--- config.mk ---
export PLATFORM = sky130hd
export DESIGN_NAME = ttsched_front_flat
export DESIGN_NICKNAME = d
export VERILOG_FILES = /design/src/hw/rtl/ttsched_pkg.sv /design/src/hw/rtl/ttsched_if.sv /design/src/hw/rtl/ttsched_front.sv /design/src/flat_wrapper.sv
export SDC_FILE = /design/constraint.sdc
export NUM_CORES = 2
export LEC_CHECK = 0
export BUFFER_PORTS_ARGS = -buffer_cell sky130_fd_sc_hd__buf_4
export CAP_MARGIN = 20
export CORE_MARGIN = 2
export CORE_UTILIZATION = 55
export DETAILED_ROUTE_END_ITERATION = 7
export GPL_ROUTABILITY_DRIVEN = 0
export PLACE_DENSITY = 0.72
export SYNTH_ARGS = -nofsm -noshare
export SYNTH_HDL_FRONTEND = slang
export SYNTH_SLANG_ARGS = --single-unit
--- constraint.sdc ---
create_clock -name clk -period 12.45 [get_ports clk]
set_input_delay 1.245 -clock clk [delete_from_list [all_inputs] [get_ports clk]]
set_output_delay 1.245 -clock clk [all_outputs]
set_load 0.02 [all_outputs]
--- src/hw/rtl/ttsched_pkg.sv ---
// Shared constants, codes and types of the tick task scheduler table.
package ttsched_pkg;

  // Table size and tick length
  localparam int SLOTS       = 8;
  localparam int TICK_MS     = 10;
  localparam int MAX_RESULTS = 8;
  localparam int SLOT_IW     = (SLOTS > 1) ? $clog2(SLOTS) : 1;
  localparam int CNT_W       = $clog2(MAX_RESULTS + 1);

  // Field widths
  localparam int CMD_W     = 2;
  localparam int HANDLE_W  = 16;
  localparam int MS_W      = 32;
  localparam int DEL_W     = 3;
  localparam int KIND_W    = 3;
  localparam int SLOT_OW   = 4;
  localparam int DELAY_W   = 29;
  localparam int PEND_W    = 8;

  localparam logic [DELAY_W-1:0] DELAY_MAX = {DELAY_W{1'b1}};
  localparam logic [PEND_W-1:0]  PEND_MAX  = {PEND_W{1'b1}};

  // Reciprocal of the tick length for the ms to tick conversion
  localparam int          TICK_SH  = $clog2(TICK_MS);
  localparam int          RECIP_SH = 31 + TICK_SH;
  localparam logic [31:0] RECIP    = 32'((64'd1 << RECIP_SH) / TICK_MS);

  // Command codes
  localparam logic [CMD_W-1:0] CMD_TICK = 2'd0;
  localparam logic [CMD_W-1:0] CMD_ADD  = 2'd1;
  localparam logic [CMD_W-1:0] CMD_DEL  = 2'd2;
  localparam logic [CMD_W-1:0] CMD_DISP = 2'd3;

  // Result kinds
  localparam logic [KIND_W-1:0] KIND_TICK = 3'd0;
  localparam logic [KIND_W-1:0] KIND_ADD  = 3'd1;
  localparam logic [KIND_W-1:0] KIND_DEL  = 3'd2;
  localparam logic [KIND_W-1:0] KIND_RUN  = 3'd3;
  localparam logic [KIND_W-1:0] KIND_NONE = 3'd4;

  // Request queue between front and back
  localparam int FIFO_DEPTH = 2;
  localparam int FIFO_IW    = (FIFO_DEPTH > 1) ? $clog2(FIFO_DEPTH) : 1;
  localparam int FIFO_CW    = $clog2(FIFO_DEPTH + 1);

  typedef logic [DELAY_W-1:0] delay_t;

  typedef struct packed {
    logic [CMD_W-1:0]    cmd;
    logic [HANDLE_W-1:0] handle;
    delay_t              delay_tk;
    delay_t              period_tk;
    logic [DEL_W-1:0]    del_slot;
  } sched_req_t;

  typedef struct packed {
    logic full;
    logic empty;
  } fifo_stat_t;

endpackage

--- src/hw/rtl/ttsched_if.sv ---
// Request and result channel interfaces of the tick task scheduler table.
interface ttsched_in_if;
  logic                               valid;
  logic                               ready;
  logic [ttsched_pkg::CMD_W-1:0]      cmd;
  logic [ttsched_pkg::HANDLE_W-1:0]   task_handle;
  logic [ttsched_pkg::MS_W-1:0]       delay_ms;
  logic [ttsched_pkg::MS_W-1:0]       period_ms;
  logic [ttsched_pkg::DEL_W-1:0]      slot_to_delete;

  modport source (output valid, cmd, task_handle, delay_ms, period_ms, slot_to_delete,
                  input ready);
  modport sink   (input valid, cmd, task_handle, delay_ms, period_ms, slot_to_delete,
                  output ready);
endinterface


--- src/hw/rtl/ttsched_front.sv ---
// Front end: accepts requests and converts add times from ms to ticks.
module ttsched_front (
  input  logic                    clk,
  input  logic                    rst_n,
  ttsched_in_if.sink              in_ch,
  output logic                    push,
  output ttsched_pkg::sched_req_t push_data,
  input  ttsched_pkg::fifo_stat_t fst
);
  import ttsched_pkg::*;

  localparam logic [1:0] FR_IDLE = 2'd0;
  localparam logic [1:0] FR_MUL  = 2'd1;
  localparam logic [1:0] FR_COR  = 2'd2;

  logic [1:0]          st_r, st_nxt;
  logic [CMD_W-1:0]    cmd_r;
  logic [HANDLE_W-1:0] handle_r;
  logic [DEL_W-1:0]    del_r;
  logic [MS_W-1:0]     dms_r;
  logic [MS_W-1:0]     pms_r;
  logic [63:0]         dprod_r;
  logic [63:0]         pprod_r;

  // Finish the reciprocal estimate: one correction step, then saturate
  function automatic delay_t ms_fix(input logic [MS_W-1:0] ms, input logic [63:0] prod);
    logic [31:0] q0;
    logic [31:0] qd;
    logic [31:0] rem;
    logic [32:0] q;
    q0  = 32'(prod >> RECIP_SH);
    qd  = q0 * 32'(TICK_MS);
    rem = ms - qd;
    q   = {1'b0, q0} + ((rem >= 32'(TICK_MS)) ? 33'd1 : 33'd0);
    if (q > 33'(DELAY_MAX)) begin
      return DELAY_MAX;
    end
    return DELAY_W'(q);
  endfunction

  assign in_ch.ready = (st_r == FR_IDLE);

  assign push               = (st_r == FR_COR) && !fst.full;
  assign push_data.cmd       = cmd_r;
  assign push_data.handle    = handle_r;
  assign push_data.delay_tk  = ms_fix(dms_r, dprod_r);
  assign push_data.period_tk = ms_fix(pms_r, pprod_r);
  assign push_data.del_slot  = del_r;

  // Sequence one request through multiply and correction
  always_comb begin
    st_nxt = st_r;
    unique case (st_r)
      FR_IDLE: if (in_ch.valid) st_nxt = FR_MUL;
      FR_MUL:  st_nxt = FR_COR;
      FR_COR:  if (!fst.full) st_nxt = FR_IDLE;
      default: st_nxt = FR_IDLE;
    endcase
  end

  always_ff @(posedge clk) begin
    if (!rst_n) begin
      st_r <= FR_IDLE;
    end else begin
      st_r <= st_nxt;
    end
  end

  // Capture the request and form the reciprocal products
  always_ff @(posedge clk) begin
    if (in_ch.valid && in_ch.ready) begin
      cmd_r    <= in_ch.cmd;
      handle_r <= in_ch.task_handle;
      del_r    <= in_ch.slot_to_delete;
      dms_r    <= in_ch.delay_ms;
      pms_r    <= in_ch.period_ms;
    end
    if (st_r == FR_MUL) begin
      dprod_r <= {32'd0, dms_r} * {32'd0, RECIP};
      pprod_r <= {32'd0, pms_r} * {32'd0, RECIP};
    end
  end

endmodule

--- src/flat_wrapper.sv ---
// flat-port wrapper written by rule: the top's interface ports become plain ports
module ttsched_front_flat import ttsched_pkg::*;
  (clk, rst_n, push, push_data, fst, in_ch_valid, in_ch_cmd, in_ch_task_handle, in_ch_delay_ms, in_ch_period_ms, in_ch_slot_to_delete, in_ch_ready);
  ttsched_in_if in_ch_i ();
  input  logic clk;
  input  logic rst_n;
  output logic push;
  output ttsched_pkg::sched_req_t push_data;
  input  ttsched_pkg::fifo_stat_t fst;
  input wire logic [$bits(in_ch_i.valid)-1:0] in_ch_valid;
  input wire logic [$bits(in_ch_i.cmd)-1:0] in_ch_cmd;
  input wire logic [$bits(in_ch_i.task_handle)-1:0] in_ch_task_handle;
  input wire logic [$bits(in_ch_i.delay_ms)-1:0] in_ch_delay_ms;
  input wire logic [$bits(in_ch_i.period_ms)-1:0] in_ch_period_ms;
  input wire logic [$bits(in_ch_i.slot_to_delete)-1:0] in_ch_slot_to_delete;
  output wire logic [$bits(in_ch_i.ready)-1:0] in_ch_ready;
  assign in_ch_i.valid = in_ch_valid;
  assign in_ch_i.cmd = in_ch_cmd;
  assign in_ch_i.task_handle = in_ch_task_handle;
  assign in_ch_i.delay_ms = in_ch_delay_ms;
  assign in_ch_i.period_ms = in_ch_period_ms;
  assign in_ch_i.slot_to_delete = in_ch_slot_to_delete;
  assign in_ch_ready = in_ch_i.ready;
  ttsched_front u_core (.clk(clk), .rst_n(rst_n), .in_ch(in_ch_i), .push(push), .push_data(push_data), .fst(fst));
endmodule
==> metrics.md <==
| Metric | Value |
|---|---|
| Post-synth EDFFs | `143` |
| Number of buffers inserted during clock tree synthesis | `17` |
| 1st-iter DRT viols | `1958` |
| Seq cells post-synth | `145` |
| RSZ-0062 raised after global routing | `no` |
| Skew final | `0.01952 ns` |
| WL/cell | `20.67 µm` |
| Area leader, netlist | `fa_1` |
| Status | `complete, no violations` |
| Largest net degree at the start of global routing | `63` |
| Critical Path RT | `11.20 ns` |
| Arr. time, crit path | `10.12 ns` |
| Routed Antenna Nets | `0` |
| Final worst-path cycle share | `0.9129` |
| DR vias | `30270` |
| Die Wd | `282.2 µm` |
| Post-synthesis cell count | `4214` |
| Clock Pin Slew Worst Setup and Hold Paths | `0.09 ns` |
| Async S/R FF share, synth | `0` |
| CP max stage cell | `or4_1` |
| HP Class | `reg -> reg` |
| Top-count cell post-synth | `inv_1` |
| GRT Residual Overflow | `0` |
| Initial Util | `0.5523` |
| CORE AREA | `77080 µm²` |
| Nets | `6079` |
| Row count | `102` |
| RR Startpoint | `u_core.pms_r[9]` |
| Detailed Place HPWL | `96850 µm` |
| CTS tree | `done` |
| Clock root cell | `clkbuf_16` |
| Synth unique cells | `82` |
| H-Tree Depth | `4` |
| Area contributors post-synth | `fa_1 36%, ha_1 24%, edfxtp_1 10%, inv_1 10%, xnor2_1 2.0%` |
| Worst r2r path cells | `23` |
| Setup violators final | `0` |
| Post-synth net total | `5904` |
| Top cell type's share of synthesized area | `0.3649` |
| Hold path start | `u_core.st_r[0]` |
| Total GRT Usage | `0.2976` |
| Antenna diode count | `0` |
| Slew headroom | `0.2256` |
| Crit path max fanout | `23` |
| Hold depth | `2` |
| Fmax | `87.99 MHz` |
| Most frequent CP cell | `ha_1` |
| Final routed DRC violation total | `0` |
| Main synth FF type | `edfxtp_1` |
| CP startpoint | `u_core.pprod_r[38]` |
| Max cap viols | `0` |
| CTS Hold Bufs | `0` |
| Vias in the first global route | `32040` |
| Syn-to-layout area delta | `7.330%` |
| Final WL | `112500 µm` |
| Post-CTS Setup Inserts | `0` |
| Largest stage delay on the critical path | `0.55 ns` |
| Crit Path Class | `reg -> out` |
| Layout cells sized above 1 | `0.05407` |
| Max Transition Viols Final | `0` |
| Critical path endpoint category | `output pin` |
| Avg Cell Area, Syn | `10.10 µm²` |
| Post-CTS sizing | `0` |
| Endpoints failing hold | `0` |
| Seq/Total Area, Yosys | `0.1018` |
| Die ar. | `79650 µm²` |
| Number of port buffers | `169` |
| 1st-pass router iterations | `5` |
| Most instantiated cells after synthesis | `1143 x inv_1, 824 x ha_1, 776 x fa_1` |
| First-pass GRT wire length | `177300 µm` |
| Post-route setup TNS | `0 ns` |
| Clk_lat worst skew | `0.53 ns` |
| CTS Buffer Depth | `2` |
| Sink Count | `145` |
| Startpoint types | `flop` |
| Measured slew at the worst slew-check pin | `1.147 ns` |
| Die Y | `282.2 µm` |
| Vias per Instance | `5.563` |
| Initial antenna violation count | `1` |
| Synth Warn # | `0` |
| Final min period | `11.37 ns` |
| Mapped Area | `42570 µm²` |
| Ports | `171` |
-- metrics by stage --
step	setup slack [ns]	std cells	hold slack, ns	utilization	cell area (µm²)
global placement	1.823	5410	0.6436	0.5852	45110
floorplan	3.055	4214	0.6028	-	42570
detailed placement	1.771	5410	0.6604	0.5852	45110
global route	0.4231	5442	0.7159	0.5928	45700
CTS	1.106	5442	0.6772	0.5928	45700
finish	1.085	5442	0.6720	0.5928	45700
-- layer usage --
metal	vias to the layer above	routed length, µm	global-route usage
met5	-	11	0
li1	13930	-	-
met1	15030	44980	0.3753
met3	252	8430	0.06294
met2	1059	53720	0.4943
met4	2	5332	0.1321
-- critical path, delay by kind of cell (launching register included) --
family / cells / cell delay (ns)
AOI/OAI and AO/OA: 15 / 3.68
and+or+nand+nor: 12 / 3.14
adders and majority gates: 5 / 1.53
buffers and inverters: 2 / 0.56
DFF: 1 / 0.49
xor gates and xnor gates: 1 / 0.17
-- cell type report --
class	count	area, µm²
clock buffers	17	425.4
clock inverters	15	163.9
fillers	6606	31390
inverters	1143	4290
multi-input cells	2909	33880
flip-flops and latches	145	4334
well taps	1040	1301
repair buffers	173	1299
-- cells by family after synthesis --
kind of cell	synth area share
fa+ha+maj	0.6070
buf+inv	0.1026
simple gates	0.06715
compound gates	0.08264
xor+xnor	0.03653
flops	0.1018
mux	0.002204
-- state kept, by name (all words and copies together), names as in the netlist --
| register | flops |
|---|---|
| u_core.pprod_r | 29 |
| u_core.dms_r | 32 |
| u_core.handle_r | 16 |
| u_core.del_r | 3 |
| u_core.st_r | 2 |
| u_core.dprod_r | 29 |
| u_core.cmd_r | 2 |
| u_core.pms_r | 32 |
-- layout by cell type (no fill, tap or decap), types with 10 or more instances in the layout --
cell type  count
nor3_1        39
buf_4        173
o21bai_1      31
a21o_1        65
xnor2_1       99
nor4_1        10
nor2_1       115
fa_1         776
o21a_1        29
xor2_1        76
edfxtp_1     143
o211ai_1      13
ha_1         824
nand3_1       61
nor2b_1       29
nand4_1       29
a31oi_1       26
nand2b_1      24
a211oi_1      22
clkbuf_16     17
inv_1       1143
or3_1         10
nand2_1      159
a21oi_1      173
o21ai_0      110
and3_1        38
and2_1        13
-- path summary, 6_finish.rpt --
path                   endpoint  slack [ns]
min              u_core.st_r[1]        0.67
min reg2reg      u_core.st_r[1]        0.67
max               push_data[11]        1.08
max reg2reg  u_core.pprod_r[60]        2.94
Power is not shown: default switching activity piles up to over one toggle a cycle in this logic, so the estimate is an artifact.
