### config.mk
export PLATFORM = sky130hd
export DESIGN_NAME = ttsched_fifo
export DESIGN_NICKNAME = d
export VERILOG_FILES = /design/src/hw/rtl/ttsched_pkg.sv /design/src/hw/rtl/ttsched_fifo.sv
export SDC_FILE = /design/constraint.sdc
export NUM_CORES = 1
export LEC_CHECK = 0
export ABC_AREA = 1
export BUFFER_PORTS_ARGS = -buffer_cell sky130_fd_sc_hd__buf_2
export CAP_MARGIN = 20
export CORE_ASPECT_RATIO = 0.9
export CORE_MARGIN = 1
export CORE_UTILIZATION = 38
export DETAILED_ROUTE_END_ITERATION = 8
export GPL_ROUTABILITY_DRIVEN = 0
export GPL_TIMING_DRIVEN = 0
export HOLD_SLACK_MARGIN = 0.05
export PLACE_DENSITY_LB_ADDON = 0.05
export RECOVER_POWER = 100
export SKIP_LAST_GASP = 1
export SLEW_MARGIN = 20
export SYNTH_ARGS = -nofsm -noshare
export SYNTH_HDL_FRONTEND = slang
export SYNTH_SLANG_ARGS = --single-unit
### constraint.sdc
create_clock -name clk -period 5.09 [get_ports clk]
set_input_delay 0.2545 -clock clk [delete_from_list [all_inputs] [get_ports clk]]
set_output_delay 0.2545 -clock clk [all_outputs]
set_load 0.05 [all_outputs]
### src/hw/rtl/ttsched_pkg.sv
// Shared constants, codes and types of the tick task scheduler table.
package ttsched_pkg;

  // Table size and tick length
  localparam int SLOTS       = 8;
  localparam int TICK_MS     = 10;
  localparam int MAX_RESULTS = 8;
  localparam int SLOT_IW     = (SLOTS > 1) ? $clog2(SLOTS) : 1;
  localparam int CNT_W       = $clog2(MAX_RESULTS + 1);

  // Field widths
  localparam int CMD_W     = 2;
  localparam int HANDLE_W  = 16;
  localparam int MS_W      = 32;
  localparam int DEL_W     = 3;
  localparam int KIND_W    = 3;
  localparam int SLOT_OW   = 4;
  localparam int DELAY_W   = 29;
  localparam int PEND_W    = 8;

  localparam logic [DELAY_W-1:0] DELAY_MAX = {DELAY_W{1'b1}};
  localparam logic [PEND_W-1:0]  PEND_MAX  = {PEND_W{1'b1}};

  // Reciprocal of the tick length for the ms to tick conversion
  localparam int          TICK_SH  = $clog2(TICK_MS);
  localparam int          RECIP_SH = 31 + TICK_SH;
  localparam logic [31:0] RECIP    = 32'((64'd1 << RECIP_SH) / TICK_MS);

  // Command codes
  localparam logic [CMD_W-1:0] CMD_TICK = 2'd0;
  localparam logic [CMD_W-1:0] CMD_ADD  = 2'd1;
  localparam logic [CMD_W-1:0] CMD_DEL  = 2'd2;
  localparam logic [CMD_W-1:0] CMD_DISP = 2'd3;

  // Result kinds
  localparam logic [KIND_W-1:0] KIND_TICK = 3'd0;
  localparam logic [KIND_W-1:0] KIND_ADD  = 3'd1;
  localparam logic [KIND_W-1:0] KIND_DEL  = 3'd2;
  localparam logic [KIND_W-1:0] KIND_RUN  = 3'd3;
  localparam logic [KIND_W-1:0] KIND_NONE = 3'd4;

  // Request queue between front and back
  localparam int FIFO_DEPTH = 2;
  localparam int FIFO_IW    = (FIFO_DEPTH > 1) ? $clog2(FIFO_DEPTH) : 1;
  localparam int FIFO_CW    = $clog2(FIFO_DEPTH + 1);

  typedef logic [DELAY_W-1:0] delay_t;

  typedef struct packed {
    logic [CMD_W-1:0]    cmd;
    logic [HANDLE_W-1:0] handle;
    delay_t              delay_tk;
    delay_t              period_tk;
    logic [DEL_W-1:0]    del_slot;
  } sched_req_t;

  typedef struct packed {
    logic full;
    logic empty;
  } fifo_stat_t;

endpackage

### src/hw/rtl/ttsched_fifo.sv
// Short request queue between the front and the back of the scheduler.
module ttsched_fifo (
  input  logic                    clk,
  input  logic                    rst_n,
  input  logic                    push,
  input  ttsched_pkg::sched_req_t push_data,
  input  logic                    pop,
  output ttsched_pkg::sched_req_t pop_data,
  output ttsched_pkg::fifo_stat_t stat
);
  import ttsched_pkg::*;

  sched_req_t           mem_r [FIFO_DEPTH];
  logic [FIFO_IW-1:0]   wr_r;
  logic [FIFO_IW-1:0]   rd_r;
  logic [FIFO_CW-1:0]   cnt_r;

  assign stat.full  = (cnt_r == FIFO_CW'(FIFO_DEPTH));
  assign stat.empty = (cnt_r == '0);
  assign pop_data   = mem_r[rd_r];

  // Store a pushed request
  always_ff @(posedge clk) begin
    if (push) begin
      mem_r[wr_r] <= push_data;
    end
  end

  // Advance pointers and count
  always_ff @(posedge clk) begin
    if (!rst_n) begin
      wr_r  <= '0;
      rd_r  <= '0;
      cnt_r <= '0;
    end else begin
      if (push) begin
        wr_r <= (wr_r == FIFO_IW'(FIFO_DEPTH - 1)) ? '0 : wr_r + 1'b1;
      end
      if (pop) begin
        rd_r <= (rd_r == FIFO_IW'(FIFO_DEPTH - 1)) ? '0 : rd_r + 1'b1;
      end
      if (push && !pop) begin
        cnt_r <= cnt_r + 1'b1;
      end else if (pop && !push) begin
        cnt_r <= cnt_r - 1'b1;
      end
    end
  end

  ap_no_overflow: assert property (@(posedge clk) disable iff (!rst_n)
    push |-> (!stat.full || pop))
    else $error("request pushed into full queue");

  ap_no_underflow: assert property (@(posedge clk) disable iff (!rst_n)
    pop |-> !stat.empty)
    else $error("request popped from empty queue");

endmodule

==> results of run 1 <==
-- where the power goes --
group | switching (W) | total, W | internal, W
logic | 0.000338 | 0.000490 | 0.000153
registers | 0.0000150 | 0.00157 | 0.00155
clock network | 0.000501 | 0.00127 | 0.000772
total | 0.000853 | 0.00333 | 0.00248
-- Yosys cell counts (all sizes together) --
cell	number	area share, %
nor2	9	0.57
nand2	8	0.50
edfxtp	158	80
mux2	79	16
a21oi	1	0.084
nand3	1	0.084
nand4	1	0.10
inv	8	0.50
o21ai	1	0.084
dfxtp	5	1.7
buf	9	1.1
ha	1	0.21
-- sequential cells by signal, summed over array words and instances (netlist names), named ones only --
register,flops
mem_r,158
cnt_r,2
rd_r,1
wr_r,1
-- layout make-up --
class / instances / area (um2) / share of cell area [%]
tap: 202 / 253 / 3.04
timing repair buffer: 246 / 1510 / 18.2
multi-input combinational: 101 / 1020 / 12.3
clock buffer: 19 / 433 / 5.21
buffer: 9 / 48.8 / 0.587
inverter: 8 / 31.3 / 0.377
sequential: 163 / 4840 / 58.3
clock inverter: 13 / 159 / 1.91
-- metal layers --
layer	track usage (%)	routed length, um	vias to the layer above
li1	-	-	1622
met1	17.0	4810	1636
met2	25.0	5500	108
met3	6.42	824	7
met4	4.63	97	0
met5	0	0	-
-- placed cells by master, fill, tap and decap left out, types with 3 or more instances in the layout --
cell type,netlist,layout
mux2_4,10,10
inv_1,8,7
clkbuf_2,0,3
nand2_1,8,8
clkbuf_1,0,128
clkinv_2,0,4
clkbuf_16,0,17
bufinv_16,0,3
dlygate4sd3_1,0,79
edfxtp_1,158,158
nor2_1,9,9
clkinvlp_4,0,3
buf_2,6,42
dfxtp_1,5,5
mux2_2,69,69
-- worst register-to-register path, stage by stage (launching register included) --
cell      delay (ns)
dfxtp_1         0.32
nor2_1          0.77
clkbuf_1        1.11
buf_12          0.30
-- repair_timing --
action | 4_1_cts | 5_1_grt
endpoints found under the hold margin | 158 | 0
hold buffers | 79 | 0
setup endpoints to repair | 0 | 0
gates resized for setup | 0 | 0
-- cell families (layout without fill, tap and decap cells) --
family / after synthesis / in the layout / synth area share, %
buffers and inverters: 17 / 295 / 1.57
adder cells (fa/ha/maj): 1 / 1 / 0.210
multiplexers: 79 / 79 / 15.5
flip-flops: 163 / 163 / 81.2
AND/OR/NAND/NOR: 19 / 19 / 1.26
AO/OA/AOI/OAI: 2 / 2 / 0.168
-- through the flow --
stage,setup WS [ns],power [W]
after floorplan,0.959,0.00194
after global placement,-1.51,0.00206
after detailed placement,3.48,0.00207
after CTS,3.02,0.00339
after global routing,1.97,0.00346
final,2.28,0.00333
-- final timing paths --
| check | startpoint | endpoint |
|---|---|---|
| max | wr_r | mem_r[0][18] |
| min | rst_n | wr_r |
| max reg2reg | wr_r | mem_r[0][18] |
| min reg2reg | wr_r | wr_r |
==> reports/qor.txt, run 1 <==
Die ar. - 16200 um2
CP Data Arrival Time - 2.92 ns
Clk buf depth - 2
Skew final - 0.00611 ns
Via count - 3373
Worst hold path type - input port to register
Mapped Area - 5960 um2
Crit. path cell count - 3
Synthesized area per cell - 21.2 um2
HPWL after DPL - 7.09 mm
Htree depth - 4
Nets - 630
Cells on worst reg2reg path - 3
Peak VDD IR - 0.000343 V
Lkg Pwr - 2.92 nW
Drt drc - 0
Total wire length - 11.2 mm
Crit-path max cell delay - 1.10 ns
Required @ worst endpoint - 5.20 ns
Final Hold Fails - 0
Ports - 164
Post-synth cell types - 14
Antenna fix cells - 0
Design area - 8310 um2
Setup TNS - 0 ns
Clock sink count - 163
Worst slew margin - -8.74%
Post-CTS Setup Inserts - 0
Sequential element share of the synthesized area - 81.2%
Cell Chain, Critical Path - nor2_1 -> clkbuf_1 -> buf_12
CP top delay family - buffers and inverters
Initial core utilization - 38.8%
Vias in the first global route - 3608
Setup Viol. Count Final - 0
CP max FO - 23
CTS tree - yes
GRT Overall Usage - 14.8%
Syn Nets - 365
RSZ-0062 raised after global routing - no
Util after Layout - 54.0%
Die Y - 121 um
Die extent in x - 134 um
CP max stage cell - clkbuf_1
Fin crit share - 55.2%
Failing checks - capacitance limit, slew limit
FF+latch count, synth - 163
CTS root buffer - clkbuf_16
First-pass GRT wire length - 17.7 mm
PortBufs - 163
Ys Warns - 0
Fin cells - 761
Slew Viols, Final - 33
Final period demand of the worst path - 2.81 ns
Num CTS Buffers - 17
Placed instance area - 7130 um2
FILL cells - 1406
Critical path startpoint category - register
Power Dens Cells - 401 nW/um2
Routed Antenna Nets - 0
Status - finished, violations left
Layout overhead on the synthesized area - 39.3%
Critical path class - register to register
FP Rows - 43
Hold path depth - 3
Cells after Synth - 281
CP endpoint kind - register
Vias per std cell - 4.43
Clock Latency Late Sink - 0.41 ns
Core ar. - 15400 um2
Bufs and invs on worst path - 2
Wire per inst - 14.8 um
Largest net degree at the start of global routing - 48
Worst-path clk slew - 0.06 ns
Hold_ws - 0.0998 ns
R2R setup slack - 2.28 ns
DR iter-0 viols - 136
Share of layout cells above drive strength 1 - 28.4%
Placed insts - 650
Initial DRT Pass Iterations - 4
Worst Tran Pin Value - 1.62 ns
Highest Clock Rate - 356 MHz
Congestion Overflow GR - 0
Max-cap violation count - 1
Initial antenna violation count - 0
Note: power is estimated with default switching activity, not from simulation.
==> run 2: changes to the inputs <==
Clock period 5.09 ns to 2.6 ns, I/O delays scaled along.
==> reports/qor.txt, run 2 (same netlist as run 1, synthesis figures left out) <==
Status - completed (was finished, violations left)
CP max stage cell - clkbuf_1 (unchanged)
PortBufs - 163 (unchanged)
Lkg Pwr - 3.17 nW (was 2.92 nW)
Worst-path clk slew - 0.06 ns (about the same)
Clock Latency Late Sink - 0.42 ns (was 0.41 ns)
Clock share of power - 39.6% (was 38.2%)
Worst slew margin - 12.6% (was -8.74%)
HPWL after DPL - 7.06 mm (was 7.09 mm)
Crit-path max cell delay - 0.48 ns (was 1.10 ns)
Total wire length - 11.2 mm (about the same)
Critical path startpoint category - register (unchanged)
Peak VDD IR - 0.000494 V (was 0.000343 V)
Cell Chain, Critical Path - buf_6 -> clkbuf_1 -> mux2_2 -> buf_2 (was nor2_1 -> clkbuf_1 -> buf_12)
Crit. path cell count - 4 (was 3)
FP Rows - 43 (unchanged)
Setup Viol. Count Final - 0 (unchanged)
Die extent in x - 134 um (unchanged)
Required @ worst endpoint - 2.47 ns (was 5.20 ns)
Initial core utilization - 38.8% (unchanged)
Die ar. - 16200 um2 (unchanged)
Worst hold path type - input port to register (unchanged)
Skew final - 0.00629 ns (was 0.00611 ns)
Placed insts - 651 (was 650)
Largest regs - mem_r: 158 flops, cnt_r: 2 flops (unchanged)
Fin crit share - 81.2%
Drt drc - 0 (unchanged)
Int Pwr - 0.00509 W (was 0.00248 W)
First-pass GRT wire length - 17.5 mm (was 17.7 mm)
Setup TNS - 0 ns (unchanged)
RSZ-0062 raised after global routing - no (unchanged)
FILL cells - 1322 (was 1406)
Vias per std cell - 4.44 (was 4.43)
Antenna fix cells - 0 (unchanged)
Htree depth - 4 (unchanged)
Fin cells - 766 (was 761)
Flop pwr share - 45.5% (was 47.1%)
Vias in the first global route - 3635 (was 3608)
Total design power - 0.00674 W (was 0.00333 W)
Commonest non-fill, non-tap cell in the layout - edfxtp_1 (unchanged)
Worst Tran Pin Value - 1.31 ns (was 1.62 ns)
Sw Share - 24.6% (was 25.6%)
Layout overhead on the synthesized area - 43.2% (was 39.3%)
Clk buf depth - 2 (unchanged)
CP top delay family - buffers and inverters (unchanged)
GRT Overall Usage - 14.8% (about the same)
Max-cap violation count - 0 (was 1)
FF+latch area - 4840 um2 (unchanged)
Hold_ws - 0.114 ns (was 0.0998 ns)
CP Data Arrival Time - 1.98 ns (was 2.92 ns)
Highest Clock Rate - 474 MHz
Ports - 164 (unchanged)
Clock sink count - 163 (unchanged)
Comb pwr share - 14.9% (was 14.7%)
Max FFs per register - 158 (unchanged)
Initial DRT Pass Iterations - 4 (unchanged)
Util after Layout - 55.5% (was 54.0%)
Final Hold Fails - 0 (unchanged)
Post-CTS Setup Inserts - 0 (unchanged)
Most frequent cells in the layout - edfxtp_1, buf_2, dlygate4sd3_1 (was edfxtp_1, clkbuf_1, dlygate4sd3_1)
Final period demand of the worst path - 2.11 ns
Cells on worst reg2reg path - 3 (unchanged)
Slew Viols, Final - 0 (was 33)
Wire per inst - 14.6 um (was 14.8 um)
Die Y - 121 um (unchanged)
CTS root buffer - clkbuf_16 (unchanged)
Nets - 635 (was 630)
CP max FO - 10 (was 23)
Net Sw Power - 0.00166 W (was 0.000853 W)
Reg2reg start - wr_r (unchanged)
Congestion Overflow GR - 0 (unchanged)
Core ar. - 15400 um2 (unchanged)
Share of layout cells above drive strength 1 - 39.5% (was 28.4%)
Num CTS Buffers - 17 (unchanged)
Hold path depth - 3 (unchanged)
Bufs and invs on worst path - 3 (was 2)
Routed Antenna Nets - 0 (unchanged)
CP endpoint kind - primary output (was register)
DR iter-0 viols - 125 (was 136)
Largest net degree at the start of global routing - 50 (was 48)
Critical path class - register to primary output (was register to register)
CTS tree - yes (unchanged)
Power Dens Cells - 790 nW/um2 (was 401 nW/um2)
Via count - 3403 (was 3373)
Initial antenna violation count - 0 (unchanged)
Hold Crit Start - push (was rst_n)
Largest Register - mem_r (unchanged)
Area of the multi-input gates - 1020 um2 (unchanged)
[run 2: cell types whose count changed in the layout (fill, tap and decap cells not counted), sizes merged]
cell         previous run  this run
buf                    47       106
clkbuf                148        90
dlygate4sd3            79        83
clkinvlp                4         1
bufinv                  3         5
clkinv                  5         6
[run 2: cell type report]
type / count / area share, %
flip-flops and latches: 163 / 56.7
repair buffers: 251 / 19.9
multi-input cells: 101 / 12.0
clock buffers: 19 / 5.07
well taps: 202 / 2.96
clock inverters: 13 / 2.43
plain buffers: 9 / 0.601
inverters: 8 / 0.352
[run 2: what timing repair did]
| item | in CTS | in global routing |
|---|---|---|
| hold buffers | 83 | 0 |
| endpoints found under the hold margin | 163 | 0 |
| resized for setup | 0 | 0 |
[run 2: worst register-to-register path, cell delays in order, from the launching register on]
cell	delay, ns
dfxtp_1	0.32
nor2_1	0.98
buf_16	0.25
buf_12	0.19
[run 2: metal layers]
| metal | track usage, % | wire length [um] |
|---|---|---|
| met2 | 25.6 | 5850 |
| met1 | 16.3 | 4510 |
| met3 | 5.45 | 657 |
| met5 | 0 | 0 |
| met4 | 6.88 | 145 |
[run 2: final timing paths]
path	endpoint	slack (ns)
max	pop_data[25]	0.49
min	cnt_r[0]	0.11
max reg2reg	mem_r[0][51]	0.55
min reg2reg	rd_r	0.50
[run 2: metrics by stage]
stage / setup WS [ns] / instance area [um2]
global placement: -0.895 / 7040
global route: 0.312 / 8540
floorplan: 0.169 / 5970
CTS: 0.655 / 8640
finish: 0.488 / 8540
detailed placement: 0.900 / 7160
[run 2: power groups by stage]
stage	logic, W	clock network, W	registers (W)
2_1_floorplan	0.000668	0	0.00312
3_3_place_gp	0.000895	0	0.00313
3_5_place_dp	0.000933	0	0.00313
4_1_cts	0.00104	0.00274	0.00307
5_1_grt	0.00106	0.00284	0.00308
6_report	0.00100	0.00267	0.00307
==> run 3: changes to the inputs <==
Settings changed: ABC_AREA 1 to 0.
Clock period 2.6 ns to 1.71 ns, I/O delays scaled along.
==> reports/qor.txt, run 3 <==
Required @ worst endpoint - 1.62 ns (was 2.47 ns)
Top_reg_cell synth - edfxtp_1 (unchanged)
PortBufs - 163 (unchanged)
Largest Register - mem_r (unchanged)
CTS tree - yes (unchanged)
FF+latch count, synth - 163 (unchanged)
Most frequent cells in the layout - edfxtp_1, dlygate4sd3_1, buf_2 (was edfxtp_1, buf_2, dlygate4sd3_1)
Core ar. - 15300 um2 (was 15400 um2)
Congestion Overflow GR - 0 (unchanged)
Placed insts - 638 (was 651)
Hold Crit Start - push (unchanged)
Max FFs per register - 158 (unchanged)
Drt drc - 0 (unchanged)
Syn Nets - 352 (was 365)
Most frequent cell after synthesis - edfxtp_1 (unchanged)
Commonest non-fill, non-tap cell in the layout - edfxtp_1 (unchanged)
Clock sink count - 163 (unchanged)
Initial core utilization - 38.8% (about the same)
Initial antenna violation count - 0 (unchanged)
Total wire length - 11.4 mm (was 11.2 mm)
Highest Clock Rate - 575 MHz
Post-synth cell types - 17 (was 14)
Synth top area share - 79.7% (was 79.6%)
GRT Overall Usage - 15.1% (was 14.8%)
DR iter-0 viols - 144 (was 125)
Critical path class - register to primary output (unchanged)
Htree depth - 4 (unchanged)
Synthesized area per cell - 22.2 um2 (was 21.2 um2)
Via count - 3328 (was 3403)
Cells after Synth - 268 (was 281)
Final period demand of the worst path - 1.74 ns
Die Y - 121 um (about the same)
Top cells by count, synth - edfxtp_1, mux2_2, mux2_4 (unchanged)
CP endpoint kind - primary output (unchanged)
Yosys top cell by area - edfxtp_1 (unchanged)
RSZ-0062 raised after global routing - yes (was no)
Nets - 624 (was 635)
Peak VDD IR - 0.000738 V (was 0.000494 V)
Sequential element share of the synthesized area - 81.4% (was 81.2%)
Fin crit share - 102%
Ports - 164 (unchanged)
Power Dens Cells - 1150 nW/um2 (was 790 nW/um2)
Worst Tran Pin Value - 0.522 ns (was 1.31 ns)
Bufs and invs on worst path - 3 (unchanged)
Lkg Pwr - 3.25 nW (was 3.17 nW)
Worst-path clk slew - 0.06 ns (about the same)
Mapped Area - 5950 um2 (was 5960 um2)
Critical path startpoint category - register (unchanged)
FFs w/ async S/R, synth - 0% (unchanged)
Status - finished, violations left (was completed)
Num CTS Buffers - 17 (unchanged)
Placed instance area - 7160 um2 (about the same)
Antenna fix cells - 0 (unchanged)
Vias per std cell - 4.41 (was 4.44)
Worst slew margin - 65.2% (was 12.6%)
First-pass GRT wire length - 17.9 mm (was 17.5 mm)
Clk buf depth - 2 (unchanged)
Share of layout cells above drive strength 1 - 44.2% (was 39.5%)
CP top delay family - buffers and inverters (unchanged)
CP Data Arrival Time - 1.65 ns (was 1.98 ns)
FP Rows - 43 (unchanged)
Post-synth EDFFs - 158 (unchanged)
Cell Chain, Critical Path - buf_12 -> bufbuf_16 -> mux2_2 -> buf_6 (was buf_6 -> clkbuf_1 -> mux2_2 -> buf_2)
Layout overhead on the synthesized area - 47.5% (was 43.2%)
Wire per inst - 15.1 um (was 14.6 um)
Initial DRT Pass Iterations - 4 (unchanged)
Vias in the first global route - 3539 (was 3635)
Largest net degree at the start of global routing - 48 (was 50)
Setup Viol. Count Final - 8 (was 0)
Max-cap violation count - 0 (unchanged)
Die ar. - 16200 um2 (about the same)
CTS root buffer - clkbuf_16 (unchanged)
Reg2reg start - wr_r (unchanged)
Routed Antenna Nets - 0 (unchanged)
Clock Latency Late Sink - 0.41 ns (was 0.42 ns)
Synth area leaders - edfxtp_1, mux2_2, mux2_4, dfxtp_1, buf_6 (was edfxtp_1, mux2_2, mux2_4, dfxtp_1, nor2_1)
CP max FO - 8 (was 10)
Slew Viols, Final - 0 (unchanged)
Skew final - 0.0106 ns (was 0.00629 ns)
CP max stage cell - dfxtp_2 (was clkbuf_1)
Ys Warns - 0 (unchanged)
Fin cells - 754 (was 766)
Final Hold Fails - 0 (unchanged)
Die extent in x - 134 um (about the same)
Crit-path max cell delay - 0.34 ns (was 0.48 ns)
Worst hold path type - input port to register (unchanged)
Design area - 8780 um2 (was 8540 um2)
HPWL after DPL - 7.18 mm (was 7.06 mm)
Worst Slack Setup Final - -0.0294 ns (was 0.488 ns)
Largest regs - mem_r: 158 flops, cnt_r: 2 flops (unchanged)
Failing checks - setup timing
## run 3: repair_timing
item / in CTS / in global routing
setup buffers: 1 / 0
pin swaps: 0 / 0
resized for setup: 63 / 30
endpoints found under the hold margin: 163 / 0
gates cloned: 1 / 1
hold buffers: 82 / 0
endpoints found under the setup margin: 96 / 79
## run 3: logic make-up (layout without fill, tap and decap cells)
family / Yosys count / in the layout / share of synthesized area [%]
adder cells (fa/ha/maj): 1 / 1 / 0.210
multiplexers: 79 / 79 / 15.6
AO/OA/AOI/OAI: 3 / 3 / 0.336
flip-flops: 163 / 163 / 81.4
AND/OR/NAND/NOR: 9 / 9 / 0.904
XOR/XNOR: 3 / 3 / 0.442
buffers and inverters: 10 / 294 / 1.14
## run 3: report_power, final
part	internal, W	switching, W
Combinational	0.000748	0.00114
Clock	0.00212	0.00142
Sequential	0.00461	0.0000484
Total	0.00748	0.00262
## run 3: path summary, 6_finish.rpt
path	to	slack, ns	depth (start not counted)
hold reg to reg	cnt_r[1]	0.51	2
setup / recovery	pop_data[70]	-0.03	4
setup reg to reg	wr_r	0.12	5
hold / removal	cnt_r[1]	0.23	4
## run 3: metal layers
layer,part of all wire [%],up-vias,track usage (%)
met4,0.97,0,5.75
li1,-,1610,-
met3,6.2,13,6.29
met5,0,-,0
met2,50,99,25.0
met1,43,1606,17.5
## run 3: cell type report
cell class	count	area, um2
plain buffers	9	128
clock buffers	20	437
clock inverters	11	114
fillers	1267	6550
inverters	1	3.75
multi-input cells	95	1050
flip-flops and latches	163	4850
well taps	202	253
repair buffers	253	1950
## run 3: worst min-delay path, cell delays in order
cell and delay (ns):
buf_2 0.13, ha_1 0.19, or3_1 0.13, a21boi_1 0.06
## run 3: through the flow
stage / hold WS, ns / total power, W / setup TNS (ns) / setup WS [ns] / utilization (%)
after floorplan: 0.184 / 0.00590 / -22.30 / -0.214 / -
after global placement: 0.272 / 0.00629 / -134.36 / -0.989 / 45.9
after detailed placement: 0.277 / 0.00635 / 0 / 0.0194 / 46.7
after CTS: 0.197 / 0.0102 / -5.36 / -0.107 / 57.2
after global routing: 0.250 / 0.0105 / -4.73 / -0.0994 / 57.3
final: 0.232 / 0.0101 / -0.137 / -0.0294 / 57.3
